**src/rtl/fbsa_pkg.sv**
```systemverilog
// Shared types, widths and codes for the fixed-block free-stack allocator.
// No dependencies; every other file of the block imports this package.
package fbsa_pkg;

    localparam int MAX_BLOCKS = 1024;
    localparam int IDX_W      = $clog2(MAX_BLOCKS);
    localparam int CNT_W      = IDX_W + 1;
    localparam int ADDR_W     = 32;
    localparam int SIZE_W     = 17;
    localparam int SPAN_W     = CNT_W + SIZE_W;
    localparam int PROD_W     = IDX_W + SIZE_W;
    localparam int DVS_W      = SIZE_W + IDX_W - 1;
    localparam int STEP_W     = $clog2(IDX_W);
    localparam int CFG_IDX_W  = 2;
    localparam int CFG_DATA_W = 32;

    // Opcodes
    localparam logic OP_ALLOC = 1'b0;
    localparam logic OP_FREE  = 1'b1;

    // Result status codes
    localparam logic [1:0] ST_OK    = 2'd0;
    localparam logic [1:0] ST_EMPTY = 2'd1;
    localparam logic [1:0] ST_RANGE = 2'd2;
    localparam logic [1:0] ST_FULL  = 2'd3;

    // Configuration register indexes
    localparam logic [CFG_IDX_W-1:0] CFG_BASE  = 2'd0;
    localparam logic [CFG_IDX_W-1:0] CFG_SIZE  = 2'd1;
    localparam logic [CFG_IDX_W-1:0] CFG_COUNT = 2'd2;

    typedef struct packed {
        logic              opcode;
        logic [ADDR_W-1:0] free_address;
    } t_req;

    typedef struct packed {
        logic [1:0]        status;
        logic [ADDR_W-1:0] block_address;
        logic [IDX_W-1:0]  block_number;
    } t_rsp;

    // Controller to datapath
    typedef struct packed {
        logic load;
        logic check;
        logic mul;
        logic add;
        logic div_step;
        logic push;
        logic emit;
        logic cfg_we;
    } t_cmd;

    // Datapath to controller
    typedef struct packed {
        logic is_free;
        logic empty;
        logic out_of_range;
        logic div_last;
    } t_sts;

    // Clamp a block count to the stack capacity
    function automatic logic [CNT_W-1:0] eff_count(input logic [CNT_W-1:0] cnt);
        logic [CNT_W-1:0] lim;
        lim = CNT_W'(MAX_BLOCKS);
        return (cnt > lim) ? lim : cnt;
    endfunction

endpackage

```
**src/rtl/fbsa_ctrl.sv**
```systemverilog
// Controller state machine of the allocator: handshakes and sequencing of
// check, multiply, add, divide and push steps. Uses fbsa_pkg.
module fbsa_ctrl (
    input  logic           i_clk,
    input  logic           i_rst_n,
    input  logic           i_in_valid,
    output logic           o_in_ready,
    output logic           o_out_valid,
    input  logic           i_out_ready,
    input  logic           i_cfg_valid,
    output logic           o_cfg_ready,
    input  fbsa_pkg::t_sts i_sts,
    output fbsa_pkg::t_cmd o_cmd
);
    import fbsa_pkg::*;

    localparam logic [2:0] S_IDLE  = 3'd0;
    localparam logic [2:0] S_CHECK = 3'd1;
    localparam logic [2:0] S_MUL   = 3'd2;
    localparam logic [2:0] S_ADD   = 3'd3;
    localparam logic [2:0] S_DIV   = 3'd4;
    localparam logic [2:0] S_PUSH  = 3'd5;
    localparam logic [2:0] S_FIN   = 3'd6;

    logic [2:0] r_state;
    logic [2:0] n_state;
    logic       r_out_valid;
    logic       n_out_valid;
    logic       out_free;

    assign o_cfg_ready = (r_state == S_IDLE);
    assign o_in_ready  = (r_state == S_IDLE) && !i_cfg_valid;
    assign o_out_valid = r_out_valid;
    assign out_free    = !r_out_valid || i_out_ready;

    always_comb begin
        n_state        = r_state;
        o_cmd          = '0;
        o_cmd.load     = i_in_valid && o_in_ready;
        o_cmd.cfg_we   = i_cfg_valid && o_cfg_ready;
        case (r_state)
            S_IDLE: begin
                if (o_cmd.load) begin
                    n_state = S_CHECK;
                end
            end
            S_CHECK: begin
                o_cmd.check = 1'b1;
                if (i_sts.is_free) begin
                    n_state = i_sts.out_of_range ? S_FIN : S_DIV;
                end else begin
                    n_state = i_sts.empty ? S_FIN : S_MUL;
                end
            end
            S_MUL: begin
                o_cmd.mul = 1'b1;
                n_state   = S_ADD;
            end
            S_ADD: begin
                o_cmd.add = 1'b1;
                n_state   = S_FIN;
            end
            S_DIV: begin
                o_cmd.div_step = 1'b1;
                if (i_sts.div_last) begin
                    n_state = S_PUSH;
                end
            end
            S_PUSH: begin
                o_cmd.push = 1'b1;
                n_state    = S_FIN;
            end
            S_FIN: begin
                if (out_free) begin
                    o_cmd.emit = 1'b1;
                    n_state    = S_IDLE;
                end
            end
            default: n_state = S_IDLE;
        endcase
    end

    always_comb begin
        n_out_valid = r_out_valid;
        if (o_cmd.emit) begin
            n_out_valid = 1'b1;
        end else if (i_out_ready) begin
            n_out_valid = 1'b0;
        end
    end

    always_ff @(posedge i_clk) begin
        if (!i_rst_n) begin
            r_state     <= S_IDLE;
            r_out_valid <= 1'b0;
        end else begin
            r_state     <= n_state;
            r_out_valid <= n_out_valid;
        end
    end

    a_emit_free: assert property (@(posedge i_clk) disable iff (!i_rst_n)
        o_cmd.emit |-> out_free)
        else $error("result register overwritten");

    a_busy_no_accept: assert property (@(posedge i_clk) disable iff (!i_rst_n)
        (r_state != S_IDLE) |-> !o_cmd.load && !o_cmd.cfg_we)
        else $error("transfer taken while busy");

    a_emit_shows: assert property (@(posedge i_clk) disable iff (!i_rst_n)
        o_cmd.emit |=> o_out_valid && (r_state == S_IDLE))
        else $error("emitted result not presented");

endmodule

```
**config.mk**
```make
export PLATFORM = sky130hd
export DESIGN_NAME = fbsa_ctrl
export DESIGN_NICKNAME = d
export VERILOG_FILES = /design/src/rtl/fbsa_pkg.sv /design/src/rtl/fbsa_ctrl.sv
export SDC_FILE = /design/constraint.sdc
export NUM_CORES = 1
export LEC_CHECK = 0
export BUFFER_PORTS_ARGS = -buffer_cell sky130_fd_sc_hd__buf_4
export CAP_MARGIN = 20
export CORE_AREA = 2 2 39 41
export DETAILED_ROUTE_END_ITERATION = 10
export DIE_AREA = 0 0 41 43
export GPL_ROUTABILITY_DRIVEN = 1
export PLACE_DENSITY_LB_ADDON = 0.2
export RECOVER_POWER = 50
export SYNTH_ARGS = -nofsm -noshare
export SYNTH_HDL_FRONTEND = slang
export SYNTH_SLANG_ARGS = --single-unit
```
**constraint.sdc**
```tcl
create_clock -name i_clk -period 3 [get_ports i_clk]
set_input_delay 0 -clock i_clk [delete_from_list [all_inputs] [get_ports i_clk]]
set_output_delay 0 -clock i_clk [all_outputs]
set_load 0.02 [all_outputs]
```
# After elaboration in Yosys (flattened, before gate mapping)
# Index checks and enable logic that the tools add are counted.
# classes
mux	16
n_eq_ne	9
reduce_logical	10
# op_table
operator	count
3-bit case mux with 6 select lines	1
3-bit two-way mux	5
3-bit == test (second input constant)	3
1-bit two-way mux	9
3-bit by 2-bit == test with 1-bit output (second input constant)	2
2-bit inequality test (second input constant)	2
3-bit by 1-bit == test with 1-bit output (second input constant)	1
1-bit logical AND	3
3-bit logical NOT	1
3-bit AND reduction	1
1-bit logical NOT	2
2-bit two-way mux	1
2-bit by 1-bit inequality test with 1-bit output (second input constant)	1
2-bit nonzero test	1
2-bit OR reduction	1
1-bit logical OR	1
# totals
input_bits	9
output_inout_bits	11
wordCells	37
register_bits	4

# Longest topological paths before layout
# Gate-level depths: netlist of the first run.
# logic_depth
depth_word	5
depth_mapped	4
mapped_depth_nobuf	3

# Worst setup path before layout of the first run
# OpenSTA, ideal clock, no wires.
# synth_path
path_type	reg-to-output
start	register r_state[2]
end	output port o_cmd[7] (netlist bit)
arrival_time_ns	1.240
slack_ns	1.760
n_path_buf	1
path_stages_with_launch	3
cell_sequence	dfxtp_1 buf_2 nor4_1
# synth_rtl
element	line_no	text
start: declaration	fbsa_ctrl.sv:25	logic [2:0] r_state;
start signal: assignment	fbsa_ctrl.sv:97	r_state <= n_state;
end: declaration	fbsa_ctrl.sv:13	output fbsa_pkg::t_cmd o_cmd

==> metrics list, run 1 <==
- The run finished with clean final reports.
* Register share of total power: 0.341
- Area growth syn-to-layout: 50.0%
- Antenna diodes: 0
- For this design the ratio of total power to cell area is ~470 mW/mm^2.
- Of the post-synthesis cell area, the dominant cell type holds 0.267.
* Largest net degree at the start of global routing: 16
* Number of detailed-route iterations in the first pass: 3
- The detail route stage leaves a number of antenna-violating nets equal to 0.
- Among cell families on the critical path, the largest total delay comes from flip-flops.
- The routed design has 707 microns of wire.
- The via count of the first global-routing pass was 277.
- Drt via density: 4.48
* Post-synthesis net count: 45
* Area of the die: between 0.0015 and 0.002 sq mm
* Category of the worst setup path capture point: output port
- The startpoint identified for the worst register-to-register timing path is r_state[2].
- The first global-routing pass estimated around 1.1 mm of wire.
* Peak supply drop: approximately 0.12 mV
* Clock transition at the registers of the reported paths: about 40 ps
* Combinational share of power: 0.341
- TritonCTS buffer count: 3
- After floorplanning, the core was sized to cover 0.00138 sq mm.
* Number of buffer and inverter stages on the critical path: 1
* Seq/Total Area, Yosys: 0.267
- Syn Area/Cell: between 8 and 9 sq um
* Final critical delay including setup and external delays: around 1300 ps
* Average wire per standard cell: approximately 10 microns
- Final Power: 212 uW
- The min-delay analysis places its worst path in the category primary input to flip-flop.
- Latest clock arrival within the worst-skew pair: between 200 and 250 ps
- Startpoint of the lowest-slack hold path: i_sts[0]
- Internal power comes to 140 uW.
* Worst EP arrival: 1300 ps
- Crit-path max FO: 15
- In the post-synthesis netlist, the biggest area contributors are dfxtp_1 27%, nand2b_1 10%, nor2_1 6.3%.
- Across all register-to-register paths, the minimum setup slack is around 1800 ps.
- # nets final: between 60 and 70
- # IOs: 20
- Post-synthesis register bit count: 4
- In the global route stage, overall resource usage came out at 0.0953.
* Worst slew margin relative to its limit: 0.685
* Synth async-reset ratio: 0
- Number of max-slew violations in the final report: 0
* Clock Root Buffer: clkbuf_4
- The endpoint identified for the worst register-to-register timing path is r_state[1].
* Warning count from the yosys run: 0
- Count of buffers inserted at the top-level ports: 19
- TritonCTS clock tree: built
* Gate count of the mapped netlist: 36
- Summing over every cut layer, the via total after detailed routing is around 320.
- Slowest stage cell, crit path: dfxtp_1
- Setup crit start kind: flip-flop
- RePlAce Congestion: about 0.65
- Final setup violation count: 0
- Total of max-cap violations: 0
- Final setup margin: 1700 ps
- The analysis attributes to net switching a power of 71.8 uW.
- Worst slack at placement: 1820 ps
- The die is 41 microns wide.
- Fraction of layout cells with a size suffix above 1: 0.364
- After synthesis, the most frequently instantiated cells are 5 x nand2b_1, 5 x nor2_1, 4 x dfxtp_1.
- Static timing analysis puts the maximum clock frequency at 767 MHz.
* End point of the worst hold path: r_state[0]
- Setup repair after global routing left no endpoint under its margin.
- Counting distinct cell types in the post-synthesis netlist gives 22.
- Yosys top cell by area: dfxtp_1
- Hold violation total from the final report: 0
* Share of the clock period used by the worst path after layout: 0.434
- TritonCTS sink count: 4
* Final setup skew: 2.00 ps
- For this run the aggregate overflow at the end of global routing stands at 0.
* FP Rows: 14
- The analysis attributes to cell leakage a power of 0.202 nW.
- The number of setup buffers added after CTS is 0.
- The signal on the critical path passes through nor3_1 -> and2_1 -> buf_4.
- Required time at the endpoint of the critical path: 3000 ps
- Initial antenna violation count: 0
- Worst hold path cell count: 3
- The clock passes through at most 2 buffers.
- In this run the vertical extent of the chip is 43 microns.
- The worst register-to-register path has a depth of 3.
- In the final timing run, aggregate negative setup slack is 0 ps.
- Counting the fill cells in the layout gives between 150 and 200.
- The first routing iteration left 5 violations.
- In this run, synthesis inferred 0 flip-flops with an integrated enable.
- Net switching fraction of the power: 0.339
- Of the total power, the clock network draws 0.318.
- Most instantiated flip-flop cell in the synthesis netlist: dfxtp_1
- Post-synthesis cell area: 300 sq um
- Worst Tran Pin Value: 472 ps
- In this design, the stage delay of the slowest critical-path cell is approximately 600 ps.
- Worst setup path category: flip-flop to output port
- Register area: between 80 and 90 sq um
- Multi-input logic area: about 190 sq um
* Initial Util: 0.217
* Half-perimeter wire length after placement: just over 500 microns
- DRC errors left: 0
- Max H-tree Level: 1
[layout by cell type, fill, tap and decap left out, drive strengths merged]
cell type and n:
nand2 1, a221oi 1, o211a 1, clkbuf 6, nor3b 1, dfxtp 4, dlygate4sd3 1, buf 16
nor2 5, nand3b 1, a211oi 1, o211ai 1, nor4 2, a21boi 1, and3b 1, nor2b 1
nor4b 1, and2 2, o31a 1, o21a 1, nor3 1, nand2b 5
[what timing repair did]
| item | in CTS | in global routing |
|---|---|---|
| endpoints found under the setup margin | 0 | 0 |
| resized for setup | 0 | 0 |
| hold endpoints to repair | 1 | 0 |
| hold buffers | 1 | 0 |
[state kept, by name (all words and copies together) (netlist names)]
signal       count
r_state          3
o_out_valid      1
[worst max path at each step]
stage,cells past startpoint,start,to,slack (ps)
after floorplan,2,r_state[2],o_cmd[7],1760
after global placement,3,r_state[2],r_state[1],1850
after detailed placement,3,r_state[2],r_state[1],1820
after CTS,3,r_state[2],o_cmd[1],1680
after global routing,3,r_state[2],o_cmd[1],1580
final,3,r_state[2],o_cmd[0],1700
[power groups by stage]
stage	logic, mW	registers, mW	clock network, mW
final	0.0722	0.0721	0.0674
after floorplan	0.0561	0.0631	0
after CTS	0.0766	0.0729	0.0704
after global placement	0.0758	0.0735	0
after detailed placement	0.0755	0.0736	0
after global routing	0.0780	0.0746	0.0765
[worst register-to-register path, stage by stage, from the launching register on]
cell      delay [ps]
dfxtp_1          440
nor4b_1          350
a211oi_1          70
o21a_1           190
[logic make-up after synthesis]
logic type / synth area share
buffers and inverters: 0.0958
AND/OR/NAND/NOR: 0.425
flip-flops: 0.267
AO/OA/AOI/OAI: 0.213
[per-layer routing]
| layer | GRT usage | routed length (microns) |
|---|---|---|
| met1 | 0.115 | 305 |
| met2 | 0.128 | 332 |
| met3 | 0.0314 | 50 |
| met4 | 0.0800 | 19 |
| met5 | 0 | 0 |
[stage by stage]
step / hold WS [ps] / area [sq um] / std cells / utilization
6_report: 39.8 / 450 / 71 / 0.325
5_1_grt: 41.4 / 450 / 71 / 0.325
4_1_cts: 36.0 / 467 / 71 / 0.337
3_5_place_dp: 246 / 434 / 67 / 0.314
3_3_place_gp: 239 / 434 / 67 / 0.314
2_1_floorplan: 79.4 / 300 / 36 / -
[layout make-up]
class,count,area share
Timing Repair Buffer,20,0.314
Tap cell,16,0.0444
Sequential cell,4,0.178
Clock buffer,3,0.0500
Multi-Input combinational cell,28,0.414
(Power assumes the default switching activity.)
==> run 2: changes to the inputs <==
clock period = 1.1 ns   (was 3 ns; I/O delays follow)
==> metrics list, run 2 (synthesis results as in run 1) <==
- Run status: finished, violations left (was finished clean)
- The checks that failed: negative setup slack.
* Final Power: 719 uW (was 212 uW)
- Required time at the endpoint of the critical path: 1100 ps (was 3000 ps)
* Fraction of the core area covered by cells at the end of the flow: 0.460 (was 0.325)
- The number of I/O pins is 20 (unchanged).
- The transition time of the tightest slew-check pin is 251 ps (was 472 ps).
* Final setup skew: 2.81 ps (was 2.00 ps)
- Startpoint of the lowest-slack hold path: i_sts[0] (unchanged)
- The largest fanout on the critical path was 7 (was 15).
- Number of detailed-route iterations in the first pass: 2 (was 3)
- Clock Root Buffer: clkbuf_4 (unchanged)
- Worst slew margin relative to its limit: 0.834 (was 0.685)
- The pin count of the biggest net entering global routing came to 13 (was 16).
- The final max-slew violation count is 0 (unchanged).
- Hold violation total from the final report: 0 (unchanged)
* Timing-limited maximum frequency: ~860 MHz
- After layout, the minimum clock period comes to 1160 ps.
* Area growth syn-to-layout: 112% (was 50.0%)
* Clock transition at the registers of the reported paths: 40 ps (about the same)
- The area of the core region was 0.00138 sq mm (unchanged).
- The number of buffers on the longest clock path came to 2 (unchanged).
* Leakage dissipation: 0.295 nW (was 0.202 nW)
- Worst setup path category: flip-flop to output port (unchanged)
- The most common cell after layout, fill and taps aside is buf_4 (unchanged).
* Peak supply drop: 0.371 mV (was 0.124 mV)
- The aggregate global routing overflow was 0 (unchanged).
* Total of max-cap violations: 0 (unchanged)
- DRC errors left: 0 (unchanged)
* Worst EP arrival: 1160 ps (was 1300 ps)
- Number of antenna-violating nets in the routed design: 0 (unchanged)
- The kind of launch point of the worst setup path is a flip-flop (unchanged).
* Reg-to-Reg Start: r_state[1] (was r_state[2])
* Horizontal die dimension: 41 microns (unchanged)
* Register ranked first by flip-flop count: r_state (unchanged)
- Initial antenna violation count: 0 (unchanged)
- Worst hold path cell count: 3 (unchanged)
- TritonCTS buffer count: 3 (unchanged)
- Number of flip-flops in the largest register: 3 (unchanged)
- Count of cells along the worst register-to-register path: 4 (was 3)
- Most frequent cells in the layout: 21 x buf_4, 5 x nand2b_1, 5 x buf_6 (was 16 x buf_4, 5 x nand2b_1, 5 x nor2_1, 4 x dfxtp_1)
* Average wire per standard cell: 11.5 microns (was 9.96 microns)
* End point of the worst hold path: r_state[0] (unchanged)
- Latest clock arrival within the worst-skew pair: 230 ps (was 240 ps)
- Post-layout instance count excluding filler cells: 81 (was 71)
* Initial Util: 0.217 (unchanged)
- The final count of negative-setup-slack endpoints came to 3 (was 0).
* Worst slack at placement: 60.8 ps (was 1820 ps)
* Global Route Usage Sum: 0.106 (was 0.0953)
* Fraction of layout cells with a size suffix above 1: 0.692 (was 0.364)
* RePlAce Congestion: 0.615 (was 0.645)
- The setup TNS is -109 ps (was 0 ps).
- The power per unit of standard cell area is 1130 mW/mm^2 (was 470 mW/mm^2).
- Half-perimeter wire length after placement: 547 microns (was 514 microns)
- Vias in the first global route: 314 (was 277)
- The count of input and output buffers is 19 (unchanged).
- FP Rows: 14 (unchanged)
* Category of the worst setup path capture point: output port (unchanged)
* RSZ-0062 raised after global routing: yes (was no)
* Die Y-Extent: 43 microns (unchanged)
- The average via count per standard cell came to 4.57 (was 4.48).
* Final setup margin: -61.2 ps (was 1700 ps)
- # nets final: 76 (was 66)
- Vias post-DR: 370 (was 318)
* Antenna diodes: 0 (unchanged)
- In the finished design, the share of the clock period the worst path needs comes to 1.06.
- The total die area was 0.00176 sq mm (unchanged).
- Max H-tree Level: 1 (unchanged)
- TritonCTS sink count: 4 (unchanged)
- The number of placed cells counting well taps is 69 (was 67).
- The CTS tree was built (unchanged).
* Reg2Reg Setup Slack: 0 ps (was 1840 ps)
- Worst hold path class: primary input to flip-flop (unchanged)
- Iteration-0 DRC Markers: 3 (was 5)
* Wire length of the first global-routing pass: 1.26 mm (was 1.12 mm)
- Total routed wirelength: 935 microns (was 707 microns)
- RR Endpoint: r_state[1] (unchanged)
-- run 2: cell types whose count changed in the layout (fill, tap and decap cells not counted), sizes merged --
cell and delta:
buf +11, clkbuf -1
-- run 2: worst max-delay path by stage --
stage | start | endpoint | slack (ps)
finish | r_state[1] | o_cmd[0] | -60
global route | r_state[1] | o_cmd[0] | -110
CTS | r_state[2] | o_cmd[0] | -50
detailed placement | r_state[0] | r_state[1] | 60
global placement | r_state[0] | r_state[1] | 10
floorplan | r_state[2] | o_cmd[7] | -140
-- run 2: area by class of cell --
cell class,count,area [sq um]
timing repair buffer,30,248
fill,130,747
multi-input combinational,28,255
tap,16,20.0
sequential,4,91.3
clock buffer,3,22.5
-- run 2: report_power, final --
| group | switching [mW] | leakage (nW) | internal [mW] |
|---|---|---|---|
| Sequential | 0.0197 | 0.0348 | 0.160 |
| Combinational | 0.165 | 0.246 | 0.199 |
| Clock | 0.0540 | 0.0138 | 0.122 |
-- run 2: repair_timing --
item                                    4_1_cts  5_1_grt
pin swaps                                     0        6
hold endpoints to repair                      1        0
hold buffers                                  1        0
endpoints found under the setup margin       10       10
gates resized for setup                      13       15
setup buffers                                 2        6
-- run 2: through the flow --
stage	instance area (sq um)	hold slack, ps
2_1_floorplan	300	79.4
3_3_place_gp	449	255
3_5_place_dp	449	240
4_1_cts	547	44.1
5_1_grt	637	50.4
6_report	637	46.2
-- run 2: worst max-delay path, cell delays in order (launching register included) --
cell     delay, ps
dfxtp_4        350
buf_6          130
nor3_4         180
and2_4         160
buf_6          100
-- run 2: routing by layer --
| layer | global-route usage | vias up | share of wire |
|---|---|---|---|
| met3 | 0.0314 | 0 | 0.044 |
| met1 | 0.139 | 174 | 0.40 |
| met5 | 0 | - | 0 |
| met2 | 0.147 | 7 | 0.55 |
| met4 | 0.0600 | 0 | 0 |
| li1 | - | 189 | - |
==> run 3: changes to the inputs <==
CELL_PAD_IN_SITES_DETAIL_PLACEMENT = 1   (was unset)
CELL_PAD_IN_SITES_GLOBAL_PLACEMENT = 1   (was unset)
clock period = 1.3 ns   (was 1.1 ns; I/O delays follow)
==> metrics list, run 3 (synthesis results as in run 1) <==
* Std-Cell Core Area: 0.00138 sq mm (unchanged)
- Clock transition at the registers of the reported paths: 40 ps (about the same)
- The pin count of the biggest net entering global routing came to 16 (was 13).
- The initial core utilization was 0.217 (unchanged).
* Total routed wirelength: 737 microns (was 935 microns)
* Number of flip-flops in the largest register: 3 (unchanged)
- Reg2Reg Setup Slack: 230 ps (was 0 ps)
- Final setup violation count: 0 (was 3)
* Area of the die: 0.00176 sq mm (unchanged)
- Drt via density: 4.36 (was 4.57)
- The largest stage delay on the critical path came to 510 ps (was 350 ps).
* Wire length of the first global-routing pass: 1.19 mm (was 1.26 mm)
* Total gr overflow: 0 (unchanged)
* Category of the worst setup path capture point: output port (unchanged)
- The register name with the most flops is r_state (unchanged).
- Final critical delay including setup and external delays: 1170 ps
- Clock Root Buffer: clkbuf_4 (unchanged)
- The number of buffers created by CTS is 3 (unchanged).
- Hold violation total from the final report: 0 (unchanged)
- Net switching component of the power: 164 uW (was 239 uW)
* Number of max-slew violations in the final report: 0 (unchanged)
* Final setup skew: 1.72 ps (was 2.81 ps)
- The worst slew margin relative to its limit is 0.771 (was 0.834).
- Internal Dissipation: 329 uW (was 480 uW)
- DRC errors left: 0 (unchanged)
- The endpoint arrival time on the critical path is 1170 ps (was 1160 ps).
- Most frequent cells in the layout: 17 x buf_4, 5 x nand2b_1, 5 x nor2_1, 3 x clkbuf_4 (was 21 x buf_4, 5 x nand2b_1, 5 x buf_6).
- Share of the clock period used by the worst path after layout: 0.897
* Net switching fraction of the power: 0.332 (about the same)
- The cell with the biggest individual delay on the critical path was dfxtp_1 (was dfxtp_4).
* Final instance area: 453 sq um (was 637 sq um)
- The number of violations of the max-capacitance limit is 0 (unchanged).
* Average wire per standard cell: 10.5 microns (was 11.5 microns)
* Setup TNS: 0 ps (was -109 ps)
- Combinational share of power: 0.350 (was 0.506)
* Buffer depth of the longest clock path: 2 (unchanged)
- Count of buffers inserted at the top-level ports: 19 (unchanged)
- The antenna cell count came to 0 (unchanged).
* Top delay family on crit path: flip-flops (unchanged)
- The clock power share came to 0.306 (was 0.244).
* Most common cell after layout, fill and taps aside: buf_4 (unchanged)
- The required time of the critical path is 1300 ps (was 1100 ps).
- The via count of the first global-routing pass is 253 (was 314).
* Die Y-Extent: 43 microns (unchanged)
- Peak supply drop: 0.532 mV (was 0.371 mV)
* Worst setup path category: flip-flop to output port (unchanged)
- Vias post-DR: 305 (was 370)
* Latest clock arrival within the worst-skew pair: 230 ps (about the same)
- Cell Area, Placed: 434 sq um (was 449 sq um)
- Worst Tran Pin Value: 343 ps (was 251 ps)
- TritonCTS sink count: 4 (unchanged)
- Static timing analysis puts the maximum clock frequency at ~860 MHz.
* Global Route Usage Sum: 0.0995 (was 0.106)
- # nets final: 65 (was 76)
- Register share of total power: 0.344 (was 0.250)
- Fraction of layout cells with a size suffix above 1: 0.463 (was 0.692)
- The sum of net half-perimeters after detailed placement came to 562 microns (was 547 microns).
- The number of nets still failing antenna checks after routing came to 0 (unchanged).
- Max H-tree Level: 1 (unchanged)
* # IOs: 20 (unchanged)
* RePlAce Congestion: 0.580 (was 0.615)
- Iteration-0 DRC Markers: 7 (was 3)
* Number of detailed-route iterations in the first pass: 2 (unchanged)
- The post-layout utilization of the core was 0.327 (was 0.460).
- The growth of design area from synthesis to finish was 50.8% (was 112%).
- Total power divided by cell area: 1090 mW/mm^2 (was 1130 mW/mm^2)
* Leakage dissipation: 0.208 nW (was 0.295 nW)
- Run status: finished clean (was finished, violations left)
- Horizontal die dimension: 41 microns (unchanged)
- The kind of launch point of the worst setup path is a flip-flop (unchanged).
* Number of buffer and inverter stages on the critical path: 1 (was 2)
- The count of hold-fix buffers inserted at cts was 0 (was 1).
- TritonCTS clock tree: built (unchanged)
* Worst hold path class: primary input to flip-flop (unchanged)
* RSZ-0062 raised after global routing: no (was yes)
* Initial antenna violation count: 0 (unchanged)
- Crit-path cells: nor2_1 -> and2_1 -> buf_4 (was buf_6 -> nor3_4 -> and2_4 -> buf_6)
- FP Rows: 14 (unchanged)
* Crit-path max FO: 12 (was 7)
[run 3: cell types whose count changed in the layout (fill, tap and decap cells not counted), sizes merged]
cell	before	now
buf	27	17
dlygate4sd3	1	0
[run 3: routing by layer]
layer | up-vias | global-route usage | part of all wire
met2 | 10 | 0.116 | 0.42
met5 | - | 0 | 0
met1 | 129 | 0.161 | 0.51
li1 | 166 | - | -
met3 | 0 | 0.0471 | 0.068
met4 | 0 | 0.0200 | 0
[run 3: timing repair]
item	in CTS	in global routing
endpoints found under the setup margin	2	0
resized for setup	2	0
buffers inserted	0	0
[run 3: through the flow]
step / power (mW) / instances / setup WS [ps] / hold slack, ps
after floorplan: 0.275 / 36 / 60.3 / 79.4
after global placement: 0.345 / 67 / 148 / 245
after detailed placement: 0.346 / 67 / 120 / 250
after CTS: 0.509 / 70 / 105 / 9.10
after global routing: 0.540 / 70 / 47.2 / 6.49
final: 0.493 / 70 / 134 / 7.11
[run 3: layout make-up]
class / count / area [sq um]
fillers: 168 / 931
repair buffers: 19 / 136
multi-input cells: 28 / 191
clock buffers: 3 / 22.5
well taps: 16 / 20.0
flip-flops and latches: 4 / 82.6
[run 3: final timing paths]
| check | from | end | depth (start not counted) |
|---|---|---|---|
| worst min register to register | o_out_valid | o_out_valid | 2 |
| worst max-delay path | r_state[0] | o_cmd[3] | 3 |
| worst min-delay path | i_rst_n | r_state[1] | 2 |
| worst max register to register | r_state[2] | r_state[1] | 3 |
[run 3: power by group through the flow]
stage	registers (mW)	clock network, mW	logic (mW)
after global routing	0.175	0.179	0.187
after detailed placement	0.171	0	0.176
after global placement	0.170	0	0.175
after CTS	0.170	0.163	0.176
final	0.170	0.151	0.172
after floorplan	0.146	0	0.129
